<file path="src/rtl/core/evhp_pkg.sv">
// ---------------------------------------------------------------------------
// evhp_pkg
// types and constants of the ethernet vlan header parser
// ---------------------------------------------------------------------------
`timescale 1ns / 1ps

package evhp_pkg;

  localparam int MAC_W  = 48;
  localparam int WORD_W = 16;
  localparam int VID_W  = 12;
  localparam int PCP_W  = 3;
  localparam int BYTE_W = 8;
  localparam int POS_W  = 5;

  localparam logic [WORD_W-1:0] TPID_CTAG = 16'h8100;
  localparam logic [WORD_W-1:0] TPID_STAG = 16'h88A8;

  // byte offsets within the frame header
  localparam logic [POS_W-1:0] POS_SRC        = 5'd6;
  localparam logic [POS_W-1:0] POS_TYPE       = 5'd12;
  localparam logic [POS_W-1:0] POS_TYPE_LAST  = 5'd13;
  localparam logic [POS_W-1:0] POS_TCI        = 5'd14;
  localparam logic [POS_W-1:0] POS_INNER      = 5'd16;
  localparam logic [POS_W-1:0] POS_INNER_LAST = 5'd17;
  localparam logic [POS_W-1:0] POS_HDR_END    = 5'd18;
  localparam logic [POS_W-1:0] POS_MAX        = 5'd31;

  typedef enum logic [1:0] {
    KIND_HEADER  = 2'd0,
    KIND_PAYLOAD = 2'd1,
    KIND_SHORT   = 2'd2
  } kind_t;

  typedef struct packed {
    kind_t              kind;
    logic [MAC_W-1:0]   dest_address;
    logic [MAC_W-1:0]   source_address;
    logic [WORD_W-1:0]  ether_type;
    logic               vlan_present;
    logic [VID_W-1:0]   vlan_ident;
    logic [PCP_W-1:0]   vlan_pcp;
    logic [BYTE_W-1:0]  payload_data;
    logic               end_of_frame;
  } result_t;

endpackage

</file>
<file path="src/rtl/core/evhp_ifs.sv">
// ---------------------------------------------------------------------------
// evhp stream interfaces
// byte input channel and result output channel, valid/ready handshake
// ---------------------------------------------------------------------------
`timescale 1ns / 1ps

interface evhp_in_if import evhp_pkg::*; ();
  logic              valid;
  logic              ready;
  logic [BYTE_W-1:0] data_byte;
  logic              frame_end;

  modport source (output valid, output data_byte, output frame_end, input ready);
  modport sink   (input valid, input data_byte, input frame_end, output ready);
endinterface

interface evhp_out_if import evhp_pkg::*; ();
  logic              valid;
  logic              ready;
  logic [1:0]        kind;
  logic [MAC_W-1:0]  dest_address;
  logic [MAC_W-1:0]  source_address;
  logic [WORD_W-1:0] ether_type;
  logic              vlan_present;
  logic [VID_W-1:0]  vlan_ident;
  logic [PCP_W-1:0]  vlan_pcp;
  logic [BYTE_W-1:0] payload_data;
  logic              end_of_frame;

  modport source (
    output valid, output kind, output dest_address, output source_address,
    output ether_type, output vlan_present, output vlan_ident, output vlan_pcp,
    output payload_data, output end_of_frame, input ready
  );
  modport sink (
    input valid, input kind, input dest_address, input source_address,
    input ether_type, input vlan_present, input vlan_ident, input vlan_pcp,
    input payload_data, input end_of_frame, output ready
  );
endinterface

</file>
<file path="src/rtl/core/evhp_frame_parse.sv">
// ---------------------------------------------------------------------------
// evhp_frame_parse
// per-frame header state and the result caused by the current byte
// ---------------------------------------------------------------------------
`timescale 1ns / 1ps

module evhp_frame_parse
  import evhp_pkg::*;
(
  input  logic              clk,
  input  logic              rst,
  input  logic              accept,
  input  logic [BYTE_W-1:0] data_byte,
  input  logic              frame_end,
  output logic              has_result,
  output result_t           res
);

  logic [POS_W-1:0]  pos, pos_next;
  logic [MAC_W-1:0]  dest_shift, dest_shift_next;
  logic [MAC_W-1:0]  source_shift, source_shift_next;
  logic [WORD_W-1:0] type_word, type_word_next;
  logic              tag_seen, tag_seen_next;
  logic [WORD_W-1:0] tag_control, tag_control_next;
  logic              header_done, header_done_next;
  logic              complete;

  always_comb begin
    pos_next          = (pos != POS_MAX) ? pos + 5'd1 : pos;
    dest_shift_next   = dest_shift;
    source_shift_next = source_shift;
    type_word_next    = type_word;
    tag_seen_next     = tag_seen;
    tag_control_next  = tag_control;
    header_done_next  = header_done;
    complete          = 1'b0;
    res               = '0;
    has_result        = 1'b0;

    if (header_done) begin
      res.kind         = KIND_PAYLOAD;
      res.payload_data = data_byte;
      res.end_of_frame = frame_end;
      has_result       = 1'b1;
    end else begin
      if (pos < POS_SRC) begin
        dest_shift_next = {dest_shift[MAC_W-BYTE_W-1:0], data_byte};
      end else if (pos < POS_TYPE) begin
        source_shift_next = {source_shift[MAC_W-BYTE_W-1:0], data_byte};
      end else if (pos < POS_TCI) begin
        type_word_next = {type_word[WORD_W-BYTE_W-1:0], data_byte};
        if (pos == POS_TYPE_LAST) begin
          if (type_word_next == TPID_CTAG || type_word_next == TPID_STAG) begin
            tag_seen_next = 1'b1;
          end else begin
            complete = 1'b1;
          end
        end
      end else if (pos < POS_INNER) begin
        tag_control_next = {tag_control[WORD_W-BYTE_W-1:0], data_byte};
      end else if (pos < POS_HDR_END) begin
        type_word_next = {type_word[WORD_W-BYTE_W-1:0], data_byte};
        if (pos == POS_INNER_LAST) begin
          complete = 1'b1;
        end
      end

      if (complete) begin
        header_done_next   = 1'b1;
        res.kind           = KIND_HEADER;
        res.dest_address   = dest_shift_next;
        res.source_address = source_shift_next;
        res.ether_type     = type_word_next;
        res.vlan_present   = tag_seen_next;
        if (tag_seen_next) begin
          res.vlan_ident = tag_control_next[VID_W-1:0];
          res.vlan_pcp   = tag_control_next[WORD_W-1:WORD_W-PCP_W];
        end
        res.end_of_frame = frame_end;
        has_result       = 1'b1;
      end else if (frame_end) begin
        res.kind         = KIND_SHORT;
        res.end_of_frame = 1'b1;
        has_result       = 1'b1;
      end
    end

    // frame end returns everything to the start-of-frame state
    if (frame_end) begin
      pos_next          = '0;
      dest_shift_next   = '0;
      source_shift_next = '0;
      type_word_next    = '0;
      tag_seen_next     = 1'b0;
      tag_control_next  = '0;
      header_done_next  = 1'b0;
    end
  end

  always_ff @(posedge clk) begin
    if (rst) begin
      pos          <= '0;
      dest_shift   <= '0;
      source_shift <= '0;
      type_word    <= '0;
      tag_seen     <= 1'b0;
      tag_control  <= '0;
      header_done  <= 1'b0;
    end else if (accept) begin
      pos          <= pos_next;
      dest_shift   <= dest_shift_next;
      source_shift <= source_shift_next;
      type_word    <= type_word_next;
      tag_seen     <= tag_seen_next;
      tag_control  <= tag_control_next;
      header_done  <= header_done_next;
    end
  end

endmodule

</file>
<file path="src/rtl/core/evhp_out_skid.sv">
// ---------------------------------------------------------------------------
// evhp_out_skid
// result register with a skid stage so one further result is absorbed under stall
// ---------------------------------------------------------------------------
`timescale 1ns / 1ps

module evhp_out_skid
  import evhp_pkg::*;
(
  input  logic    clk,
  input  logic    rst,
  input  logic    push,
  input  result_t push_data,
  output logic    space,
  output logic    out_valid,
  input  logic    out_ready,
  output result_t out_data
);

  logic    skid_valid;
  result_t skid_data;

  // a free skid slot means any new beat can be absorbed
  assign space = !skid_valid;

  always_ff @(posedge clk) begin
    if (rst) begin
      out_valid  <= 1'b0;
      skid_valid <= 1'b0;
    end else if (out_valid && out_ready) begin
      if (skid_valid) begin
        skid_valid <= 1'b0;
      end else begin
        out_valid <= push;
      end
    end else if (!out_valid) begin
      out_valid <= push;
    end else if (push) begin
      skid_valid <= 1'b1;
    end
  end

  always_ff @(posedge clk) begin
    if (out_valid && out_ready) begin
      if (skid_valid) begin
        out_data <= skid_data;
      end else if (push) begin
        out_data <= push_data;
      end
    end else if (!out_valid) begin
      if (push) begin
        out_data <= push_data;
      end
    end else if (push) begin
      skid_data <= push_data;
    end
  end

endmodule

</file>
<file path="src/rtl/core/ethernet_vlan_header_parser.sv">
// ---------------------------------------------------------------------------
// ethernet_vlan_header_parser
// ethernet ii header parser with one 802.1q / 802.1ad tag, byte-wide input
// ---------------------------------------------------------------------------
//
//   channel  dir  beat carries
//   -------  ---  ------------------------------------------------------------
//   frame    in   data_byte, frame_end (one raw frame byte, wire order)
//   result   out  kind, macs, ether_type, vlan fields, payload_data, end_of_frame
//
//   one byte is taken every clock while frame.ready is high; the byte logic
//   is combinational between the frame state registers and the result register
//   frame.ready drops only while the skid stage is full (result stalled
//   with a second result behind it)
//   rst is synchronous and returns the parser to the start of a frame
//
`timescale 1ns / 1ps

module ethernet_vlan_header_parser
  import evhp_pkg::*;
(
  input  logic              clk,
  input  logic              rst,
  evhp_in_if.sink           frame,
  evhp_out_if.source        result
);

  logic    accept;
  logic    has_result;
  logic    space;
  result_t res;
  result_t out_data;

  // a byte is taken whenever the skid slot is free
  assign frame.ready = space;
  assign accept      = frame.valid && space;

  // header tracking and result formation for the current byte
  evhp_frame_parse u_parse (
    .clk        (clk),
    .rst        (rst),
    .accept     (accept),
    .data_byte  (frame.data_byte),
    .frame_end  (frame.frame_end),
    .has_result (has_result),
    .res        (res)
  );

  // result register plus skid stage toward the output channel
  evhp_out_skid u_skid (
    .clk       (clk),
    .rst       (rst),
    .push      (accept && has_result),
    .push_data (res),
    .space     (space),
    .out_valid (result.valid),
    .out_ready (result.ready),
    .out_data  (out_data)
  );

  // unpack the result beat onto the channel
  assign result.kind           = out_data.kind;
  assign result.dest_address   = out_data.dest_address;
  assign result.source_address = out_data.source_address;
  assign result.ether_type     = out_data.ether_type;
  assign result.vlan_present   = out_data.vlan_present;
  assign result.vlan_ident     = out_data.vlan_ident;
  assign result.vlan_pcp       = out_data.vlan_pcp;
  assign result.payload_data   = out_data.payload_data;
  assign result.end_of_frame   = out_data.end_of_frame;

endmodule

</file>
<file path="src/flat_wrapper.sv">
// flat-port wrapper written by rule: the top's interface ports become plain ports
module ethernet_vlan_header_parser_flat import evhp_pkg::*;
  (clk, rst, frame_valid, frame_data_byte, frame_frame_end, frame_ready, result_valid, result_kind, result_dest_address, result_source_address, result_ether_type, result_vlan_present, result_vlan_ident, result_vlan_pcp, result_payload_data, result_end_of_frame, result_ready);
  evhp_in_if frame_i ();
  evhp_out_if result_i ();
  input  logic clk;
  input  logic rst;
  input wire logic [$bits(frame_i.valid)-1:0] frame_valid;
  input wire logic [$bits(frame_i.data_byte)-1:0] frame_data_byte;
  input wire logic [$bits(frame_i.frame_end)-1:0] frame_frame_end;
  output wire logic [$bits(frame_i.ready)-1:0] frame_ready;
  output wire logic [$bits(result_i.valid)-1:0] result_valid;
  output wire logic [$bits(result_i.kind)-1:0] result_kind;
  output wire logic [$bits(result_i.dest_address)-1:0] result_dest_address;
  output wire logic [$bits(result_i.source_address)-1:0] result_source_address;
  output wire logic [$bits(result_i.ether_type)-1:0] result_ether_type;
  output wire logic [$bits(result_i.vlan_present)-1:0] result_vlan_present;
  output wire logic [$bits(result_i.vlan_ident)-1:0] result_vlan_ident;
  output wire logic [$bits(result_i.vlan_pcp)-1:0] result_vlan_pcp;
  output wire logic [$bits(result_i.payload_data)-1:0] result_payload_data;
  output wire logic [$bits(result_i.end_of_frame)-1:0] result_end_of_frame;
  input wire logic [$bits(result_i.ready)-1:0] result_ready;
  assign frame_i.valid = frame_valid;
  assign frame_i.data_byte = frame_data_byte;
  assign frame_i.frame_end = frame_frame_end;
  assign frame_ready = frame_i.ready;
  assign result_valid = result_i.valid;
  assign result_kind = result_i.kind;
  assign result_dest_address = result_i.dest_address;
  assign result_source_address = result_i.source_address;
  assign result_ether_type = result_i.ether_type;
  assign result_vlan_present = result_i.vlan_present;
  assign result_vlan_ident = result_i.vlan_ident;
  assign result_vlan_pcp = result_i.vlan_pcp;
  assign result_payload_data = result_i.payload_data;
  assign result_end_of_frame = result_i.end_of_frame;
  assign result_i.ready = result_ready;
  ethernet_vlan_header_parser u_core (.clk(clk), .rst(rst), .frame(frame_i), .result(result_i));
endmodule
</file>
<file path="config.mk">
export PLATFORM = sky130hd
export DESIGN_NAME = ethernet_vlan_header_parser_flat
export DESIGN_NICKNAME = d
export VERILOG_FILES = /design/src/rtl/core/evhp_pkg.sv /design/src/rtl/core/evhp_ifs.sv /design/src/rtl/core/evhp_frame_parse.sv /design/src/rtl/core/evhp_out_skid.sv /design/src/rtl/core/ethernet_vlan_header_parser.sv /design/src/flat_wrapper.sv
export SDC_FILE = /design/constraint.sdc
export NUM_CORES = 1
export LEC_CHECK = 0
export BUFFER_PORTS_ARGS = -buffer_cell sky130_fd_sc_hd__buf_2
export CAP_MARGIN = 20
export CORE_MARGIN = 3
export CORE_UTILIZATION = 62
export CTS_BUF_LIST = sky130_fd_sc_hd__clkbuf_8
export DETAILED_ROUTE_END_ITERATION = 8
export GPL_TIMING_DRIVEN = 1
export PLACE_DENSITY = 0.91
export SLEW_MARGIN = 15
export SYNTH_ARGS = -nofsm -noshare
export SYNTH_HDL_FRONTEND = slang
export SYNTH_SLANG_ARGS = --single-unit
</file>
<file path="constraint.sdc">
create_clock -name clk -period 17.17 [get_ports clk]
set_input_delay 3.434 -clock clk [delete_from_list [all_inputs] [get_ports clk]]
set_output_delay 3.434 -clock clk [all_outputs]
set_load 0.02 [all_outputs]
</file>
==> results of run 1 <==
## cells in the mapped netlist (all sizes together)
master	instances	area [um^2]
a221oi	8	70.07
ha	3	37.54
mux2i	18	180.2
nand3b	1	7.510
nor3	7	40.04
or3	1	6.260
o21ai	24	153.9
nand4b	1	8.760
and3	50	312.8
or4	1	11.26
o211ai	1	7.510
or2	1	6.260
and2	10	62.56
buf	51	317.8
edfxtp	278	8348
a22oi	130	975.9
nor2b	3	18.77
a221o	112	1121
a21o	1	7.510
and3b	1	8.760
nor3b	2	20.02
a211oi	69	518.0
and4	1	8.760
inv	5	18.77
nor2	191	716.9
nand3	2	10.01
or4b	2	23.77
a21oi	137	689.4
nand4	1	12.51
a31oi	2	12.51
nand2b	2	12.51
nand2	231	867.1
nor4	3	25.02
o21a	1	7.510
clkbuf	99	371.6
dfxtp	136	2723
o21bai	1	11.26
## metrics by stage
stage	instance area [um^2]	instances	hold slack, ps	util	power (mW)
floorplan	17750	1587	454.2	-	1.279
global placement	18520	1987	464.4	0.6611	1.346
detailed placement	18520	1987	476.7	0.6611	1.351
CTS	19750	2100	491.3	0.7052	2.121
global route	19780	2102	518.5	0.7060	2.178
finish	19780	2102	493.2	0.7060	2.117
## how the worst max path moves through the flow
| stage | end | slack (ps) | cells after the start |
|---|---|---|---|
| detailed placement | u_core.u_skid.out_data[46] | 9200 | 7 |
| global placement | u_core.u_skid.out_data[65] | 9330 | 7 |
| floorplan | u_core.u_skid.skid_data[0] | 2160 | 2 |
| CTS | u_core.u_skid.out_data[46] | 9800 | 7 |
| global route | u_core.u_skid.out_data[43] | 9890 | 7 |
| finish | u_core.u_skid.out_data[46] | 10080 | 7 |
## worst max-delay path: stages
cell and delay, ps:
buf_2 180, or4b_1 510, mux2i_1 420, nand4_4 670, a21oi_4 1000, buf_4 920, a221o_1 290
## cell families (layout without fill, tap and decap cells)
kind of cell | Yosys count | in the layout | synth area share
flops | 414 | 414 | 0.6237
fa+ha+maj | 3 | 3 | 0.002115
buf+inv | 155 | 292 | 0.03990
compound gates | 486 | 486 | 0.2014
mux | 18 | 18 | 0.01015
simple gates | 511 | 511 | 0.1228
## final cells by class
class / instances / area, um^2
Sequential cell: 414 / 11070
Fill cell: 1870 / 8234
Multi-Input combinational cell: 1018 / 6052
Clock buffer: 80 / 1101
Timing Repair Buffer: 174 / 925.9
Tap cell: 378 / 473.0
Clock inverter: 33 / 135.1
Inverter: 5 / 18.77
## routing by layer
layer | global-route usage | part of all wire
met1 | 0.3966 | 0.38
met4 | 0.1080 | 0.039
met5 | 0 | 0.00028
met2 | 0.4503 | 0.47
met3 | 0.05215 | 0.11
## power breakdown
group	internal, mW	switching (mW)	leakage [nW]	total [mW]
sequential	1.11	0.0355	4.05	1.15
combinational	0.0597	0.123	2.51	0.183
clock	0.415	0.369	0.728	0.784
## sequential cells by signal (all words and copies together) (netlist names), 5 cells and up
signal,count
u_core.u_skid.out_data,139
u_core.u_parse.pos,5
u_core.u_parse.source_shift,48
u_core.u_parse.dest_shift,48
u_core.u_skid.skid_data,139
u_core.u_parse.tag_control,15
u_core.u_parse.type_word,16
==> metrics.md, run 1 <==
| Metric | Value |
|---|---|
| Outcome | `finished, final reports clean` |
| Critical R2R Launch | `u_core.u_parse.type_word[3]` |
| Core Footprint | `approximately 0.028 mm^2` |
| Post-CTS sizing | `0` |
| Fin. max-slew vios | `0` |
| Starting Density | `0.6337` |
| Rows | `slightly above 60` |
| Avg Vias per Cell | `about 6.7` |
| Critical Path RT | `roughly 18000 ps` |
| WHS Path Cells | `2` |
| Die height | `175.2 um` |
| Number of global-route vias before repair | `~13000` |
| Post-synthesis sequential area ratio | `0.6237` |
| R2R setup slack | `between 10000 and 15000 ps` |
| TritonCTS clock tree | `built` |
| Setup CP Type | `in2reg` |
| Crit. End Element | `flop` |
| Crit start category | `input pin` |
| HPWL after DPL | `roughly 27000 um` |
| Setup WS pre-CTS | `~9200 ps` |
| Syn_nets | `roughly 1600` |
| Final Hold Vio Count | `0` |
| Worst Hold End | `u_core.u_parse.tag_control[8]` |
| Final setup viols | `0` |
| Pwr dens | `107.0 mW/mm^2` |
| Synth warn | `0` |
| Average size of a mapped cell | `roughly 11 um^2` |
| Commonest non-fill, non-tap cell in the layout | `edfxtp_1` |
| DR vias | `~14000` |
| CTS clock-pin slew for the worst setup and hold paths | `about 60 ps` |
| Number of H-tree levels | `2` |
| VDD IR-drop max | `approximately 0.08 mV` |
| Hold Crit Start | `u_core.u_parse.tag_control[8]` |
| Total leakage power | `between 7 and 8 nW` |
| Synth cell types | `48` |
| Final worst slack | `10080 ps` |
| DRT Pass-1 Iters | `6` |
| Area Overhead vs Synth | `11.41%` |
| WL final | `between 40000 and 50000 um` |
| Total Routing Usage GR | `0.2848` |
| # diodes | `0` |
| Layout cells sized above 1 | `0.1676` |
| RSZ-0062 raised after global routing | `no` |
| Post-synthesis cell area | `between 0.015 and 0.02 mm^2` |
| Critical Path Source | `frame_data_byte[3]` |
| Commonest non-fill, non-tap cells in the layout | `edfxtp_1 (278), nand2_1 (230), nor2_1 (188)` |
| Worst min-delay path class | `reg2reg` |
| CTS Buf Count | `between 60 and 70` |
| Die width | `between 150 and 200 um` |
| Initial antenna violation count | `1` |
| Final setup TNS | `0 ps` |
| Worst skew pair latency | `approximately 600 ps` |
| Slew at the pin closest to its max-slew limit | `1179 ps` |
| Post CTS Setup Buffer Count | `0` |
| Synth Register Bits | `between 400 and 500` |
| Worst-path maximum fanout | `95` |
| Cells after Synth | `1587` |
| Reg2reg end | `u_core.u_skid.out_data[46]` |
| Post-route minimum period | `7089 ps` |
| Hold_buf cts | `0` |
| WL/cell | `roughly 22 um` |
| Cells on worst reg2reg path | `6` |
| Largest net degree at the start of global routing | `slightly below 100` |
| Final period util | `0.4129` |
| Placer congestion estimate | `0.8427` |
| Total Die Area | `a little over 0.03 mm^2` |
| Deepest clock path buffer count | `3` |
| Layout Nets | `1690` |
| # IOs | `154` |
| Worst rel slew slack | `0.2139` |
| Clock Tree Root | `clkbuf_8` |
| First-pass GRT wire length | `roughly 71000 um` |
| DR iter-0 viols | `1879` |
| MaxCap Viol Count | `0` |
| Clk sink count | `about 410` |
| Fmax achieved | `roughly 140 MHz` |
| DR DRC count | `0` |
| Post-route ant nets | `0` |
| Global route overflow | `0` |
| Worst EP arrival | `about 7600 ps` |
| Final setup skew | `~17 ps` |
| Buffers on Ports | `about 150` |
(Power assumes the default switching activity.)
==> run 2: changes to the inputs <==
- clock period: 17.17 -> 6.7 ns (I/O delays scaled with it)
==> metrics.md, run 2 (synthesis gave the netlist of run 1 again) <==
| Metric | Value |
|---|---|
| Fmax achieved | `216.5 MHz` |
| Crit path buf inv count | `3 (was 2)` |
| Final period util | `0.6894` |
| First-pass GRT wire length | `74120 um (was 71030 um)` |
| Clk sink count | `414 (unchanged)` |
| Cells on worst reg2reg path | `8 (was 6)` |
| Rows | `61 (unchanged)` |
| CP cell instances | `buf_2 > or4b_1 > mux2i_1 > nand4_2 > buf_4 > nand2_2 > buf_4 > a211oi_1 > a221o_1 (was buf_2 > or4b_1 > mux2i_1 > nand4_4 > a21oi_4 > buf_4 > a221o_1)` |
| Post-Route Utilization | `0.7114 (was 0.7060)` |
| Commonest non-fill, non-tap cell in the layout | `edfxtp_1 (unchanged)` |
| Post-route ant nets | `0 (unchanged)` |
| WHS Path Cells | `2 (unchanged)` |
| Hold_buf cts | `0 (unchanged)` |
| Crit. End Element | `flop (unchanged)` |
| TritonCTS clock tree | `built (unchanged)` |
| Area Overhead vs Synth | `12.26% (was 11.41%)` |
| Commonest non-fill, non-tap cells in the layout | `edfxtp_1 (278), nand2_1 (230), nor2_1 (188) (unchanged)` |
| Die height | `175.2 um (unchanged)` |
| HPWL after DPL | `26850 um (was 27020 um)` |
| Number of H-tree levels | `3 (was 2)` |
| Internal power | `4.117 mW (was 1.589 mW)` |
| Avg Vias per Cell | `6.749 (was 6.740)` |
| DR iter-0 viols | `2189 (was 1879)` |
| Pwr dens | `278.5 mW/mm^2 (was 107.0 mW/mm^2)` |
| MaxCap Viol Count | `0 (unchanged)` |
| Layout Nets | `1698 (was 1690)` |
| Net Sw Frac | `0.2581 (was 0.2494)` |
| Clock power share | `0.383 (was 0.371)` |
| DR DRC count | `0 (unchanged)` |
| Global route overflow | `0 (unchanged)` |
| CTS Buf Count | `66 (was 61)` |
| Clock Tree Root | `clkbuf_8 (unchanged)` |
| Fin. max-slew vios | `0 (unchanged)` |
| Post-route minimum period | `between 4000 and 5000 ps` |
| Placed cells | `1990 (was 1987)` |
| Layout cells sized above 1 | `0.1699 (was 0.1676)` |
| Total Routing Usage GR | `0.2986 (was 0.2848)` |
| Final setup viols | `0 (unchanged)` |
| Buffers on Ports | `153 (unchanged)` |
| R2R setup slack | `2590 ps (was 12670 ps)` |
| Outcome | `finished, final reports clean (unchanged)` |
| # IOs | `154 (unchanged)` |
| DRT Pass-1 Iters | `6 (unchanged)` |
| Placer congestion estimate | `0.8111 (was 0.8427)` |
| WP depth | `9 (was 7)` |
| Starting Density | `0.6337 (unchanged)` |
| DR vias | `14270 (was 14170)` |
| Critical Path RT | `7020 ps (was 17630 ps)` |
| # diodes | `0 (unchanged)` |
| Slowest-stage cell, CP | `buf_4 (was a21oi_4)` |
| Post CTS Setup Buffer Count | `0 (unchanged)` |
| RSZ-0062 raised after global routing | `no (unchanged)` |
| Deepest clock path buffer count | `3 (unchanged)` |
| Worst skew pair latency | `590 ps (was 600 ps)` |
| Final setup TNS | `0 ps (unchanged)` |
| Initial antenna violation count | `0 (was 1)` |
| Worst-path maximum fanout | `54 (was 95)` |
| Worst min-delay path class | `reg2reg (unchanged)` |
| Kind of cell adding the most delay to the critical path | `simple AND/OR/NAND/NOR gates (was compound AO/OA/AOI/OAI gates)` |
| Post-CTS sizing | `0 (unchanged)` |
| VDD IR-drop max | `0.2080 mV (was 0.08073 mV)` |
| Setup CP Type | `in2reg (unchanged)` |
| Number of global-route vias before repair | `13640 (was 13180)` |
| Combinational Power Share | `0.086 (about the same)` |
| Total leakage power | `7.346 nW (was 7.287 nW)` |
| Hold WS | `496.6 ps (was 493.2 ps)` |
| CTS clock-pin slew for the worst setup and hold paths | `60 ps (about the same)` |
| WL/cell | `22.58 um (was 21.96 um)` |
| Worst EP arrival | `4940 ps (was 7550 ps)` |
| Core Footprint | `0.02801 mm^2 (unchanged)` |
| Final setup skew | `26.16 ps (was 17.10 ps)` |
| Switching pwr | `1.432 mW (was 528.0 uW)` |
| Max stage delay on crit path | `640 ps (was 1000 ps)` |
| WL final | `47740 um (was 46160 um)` |
| Largest net degree at the start of global routing | `104 (was 99)` |
| Crit path top cell by count | `buf_4` |
| Seq pwr share | `0.531 (was 0.543)` |
| Die width | `175.2 um (unchanged)` |
| Total power draw | `5.550 mW (was 2.117 mW)` |
| Total Die Area | `0.03070 mm^2 (unchanged)` |
| Worst rel slew slack | `0.2267 (was 0.2139)` |
| Final Hold Vio Count | `0 (unchanged)` |
| Largest regs | `u_core.u_skid.out_data (139), u_core.u_skid.skid_data (139) (unchanged)` |
| Slew at the pin closest to its max-slew limit | `1156 ps (was 1179 ps)` |
| Non-filler cells, final | `2114 (was 2102)` |
| Crit start category | `input pin (unchanged)` |
## run 2: changes by cell type in the layout (fill, tap and decap cells not counted), sizes merged
| cell | before | now |
|---|---|---|
| clkinvlp | 0 | 2 |
| bufinv | 0 | 1 |
| clkinv | 9 | 16 |
| buf | 174 | 177 |
| clkbuf | 80 | 78 |
| inv | 29 | 30 |
## run 2: power by group through the flow
| stage | Sequential [mW] | Clock (mW) | Combinational (mW) |
|---|---|---|---|
| after floorplan | 3.11 | 0 | 0.169 |
| after global placement | 2.99 | 0 | 0.460 |
| after detailed placement | 2.99 | 0 | 0.474 |
| after CTS | 2.94 | 2.12 | 0.476 |
| after global routing | 2.95 | 2.25 | 0.504 |
| final | 2.95 | 2.13 | 0.477 |
## run 2: per-layer routing
metal,GRT usage,share of wire
met5,0,0
met4,0.1170,0.036
met3,0.06367,0.13
met2,0.4600,0.47
met1,0.4191,0.37
## run 2: final cells by class
class                      instances  area [um^2]
sequential                       414        11070
fill                            1769         8084
multi-input combinational       1018         6047
clock buffer                      78         1074
timing repair buffer             177         1025
tap                              378        473.0
clock inverter                    44        219.0
inverter                           5        18.77
## run 2: final timing paths
kind / from / end
worst max-delay path: frame_data_byte[3] / u_core.u_skid.out_data[57]
worst min-delay path: u_core.u_parse.tag_control[13] / u_core.u_parse.tag_control[13]
worst max register to register: u_core.u_parse.type_word[0] / u_core.u_skid.out_data[57]
worst min register to register: u_core.u_parse.tag_control[13] / u_core.u_parse.tag_control[13]
## run 2: worst min-delay path, delay by kind of cell, from the launching register on
kind | cells | cell delay [ps]
flops | 1 | 330
simple gates | 1 | 70
compound gates | 1 | 60
## run 2: through the flow
| stage | cell area, um^2 | setup WS, ps |
|---|---|---|
| 2_1_floorplan | 17760 | 134.9 |
| 3_3_place_gp | 18540 | 1695 |
| 3_5_place_dp | 18570 | 1581 |
| 4_1_cts | 19860 | 2169 |
| 5_1_grt | 19930 | 1922 |
| 6_report | 19930 | 2081 |
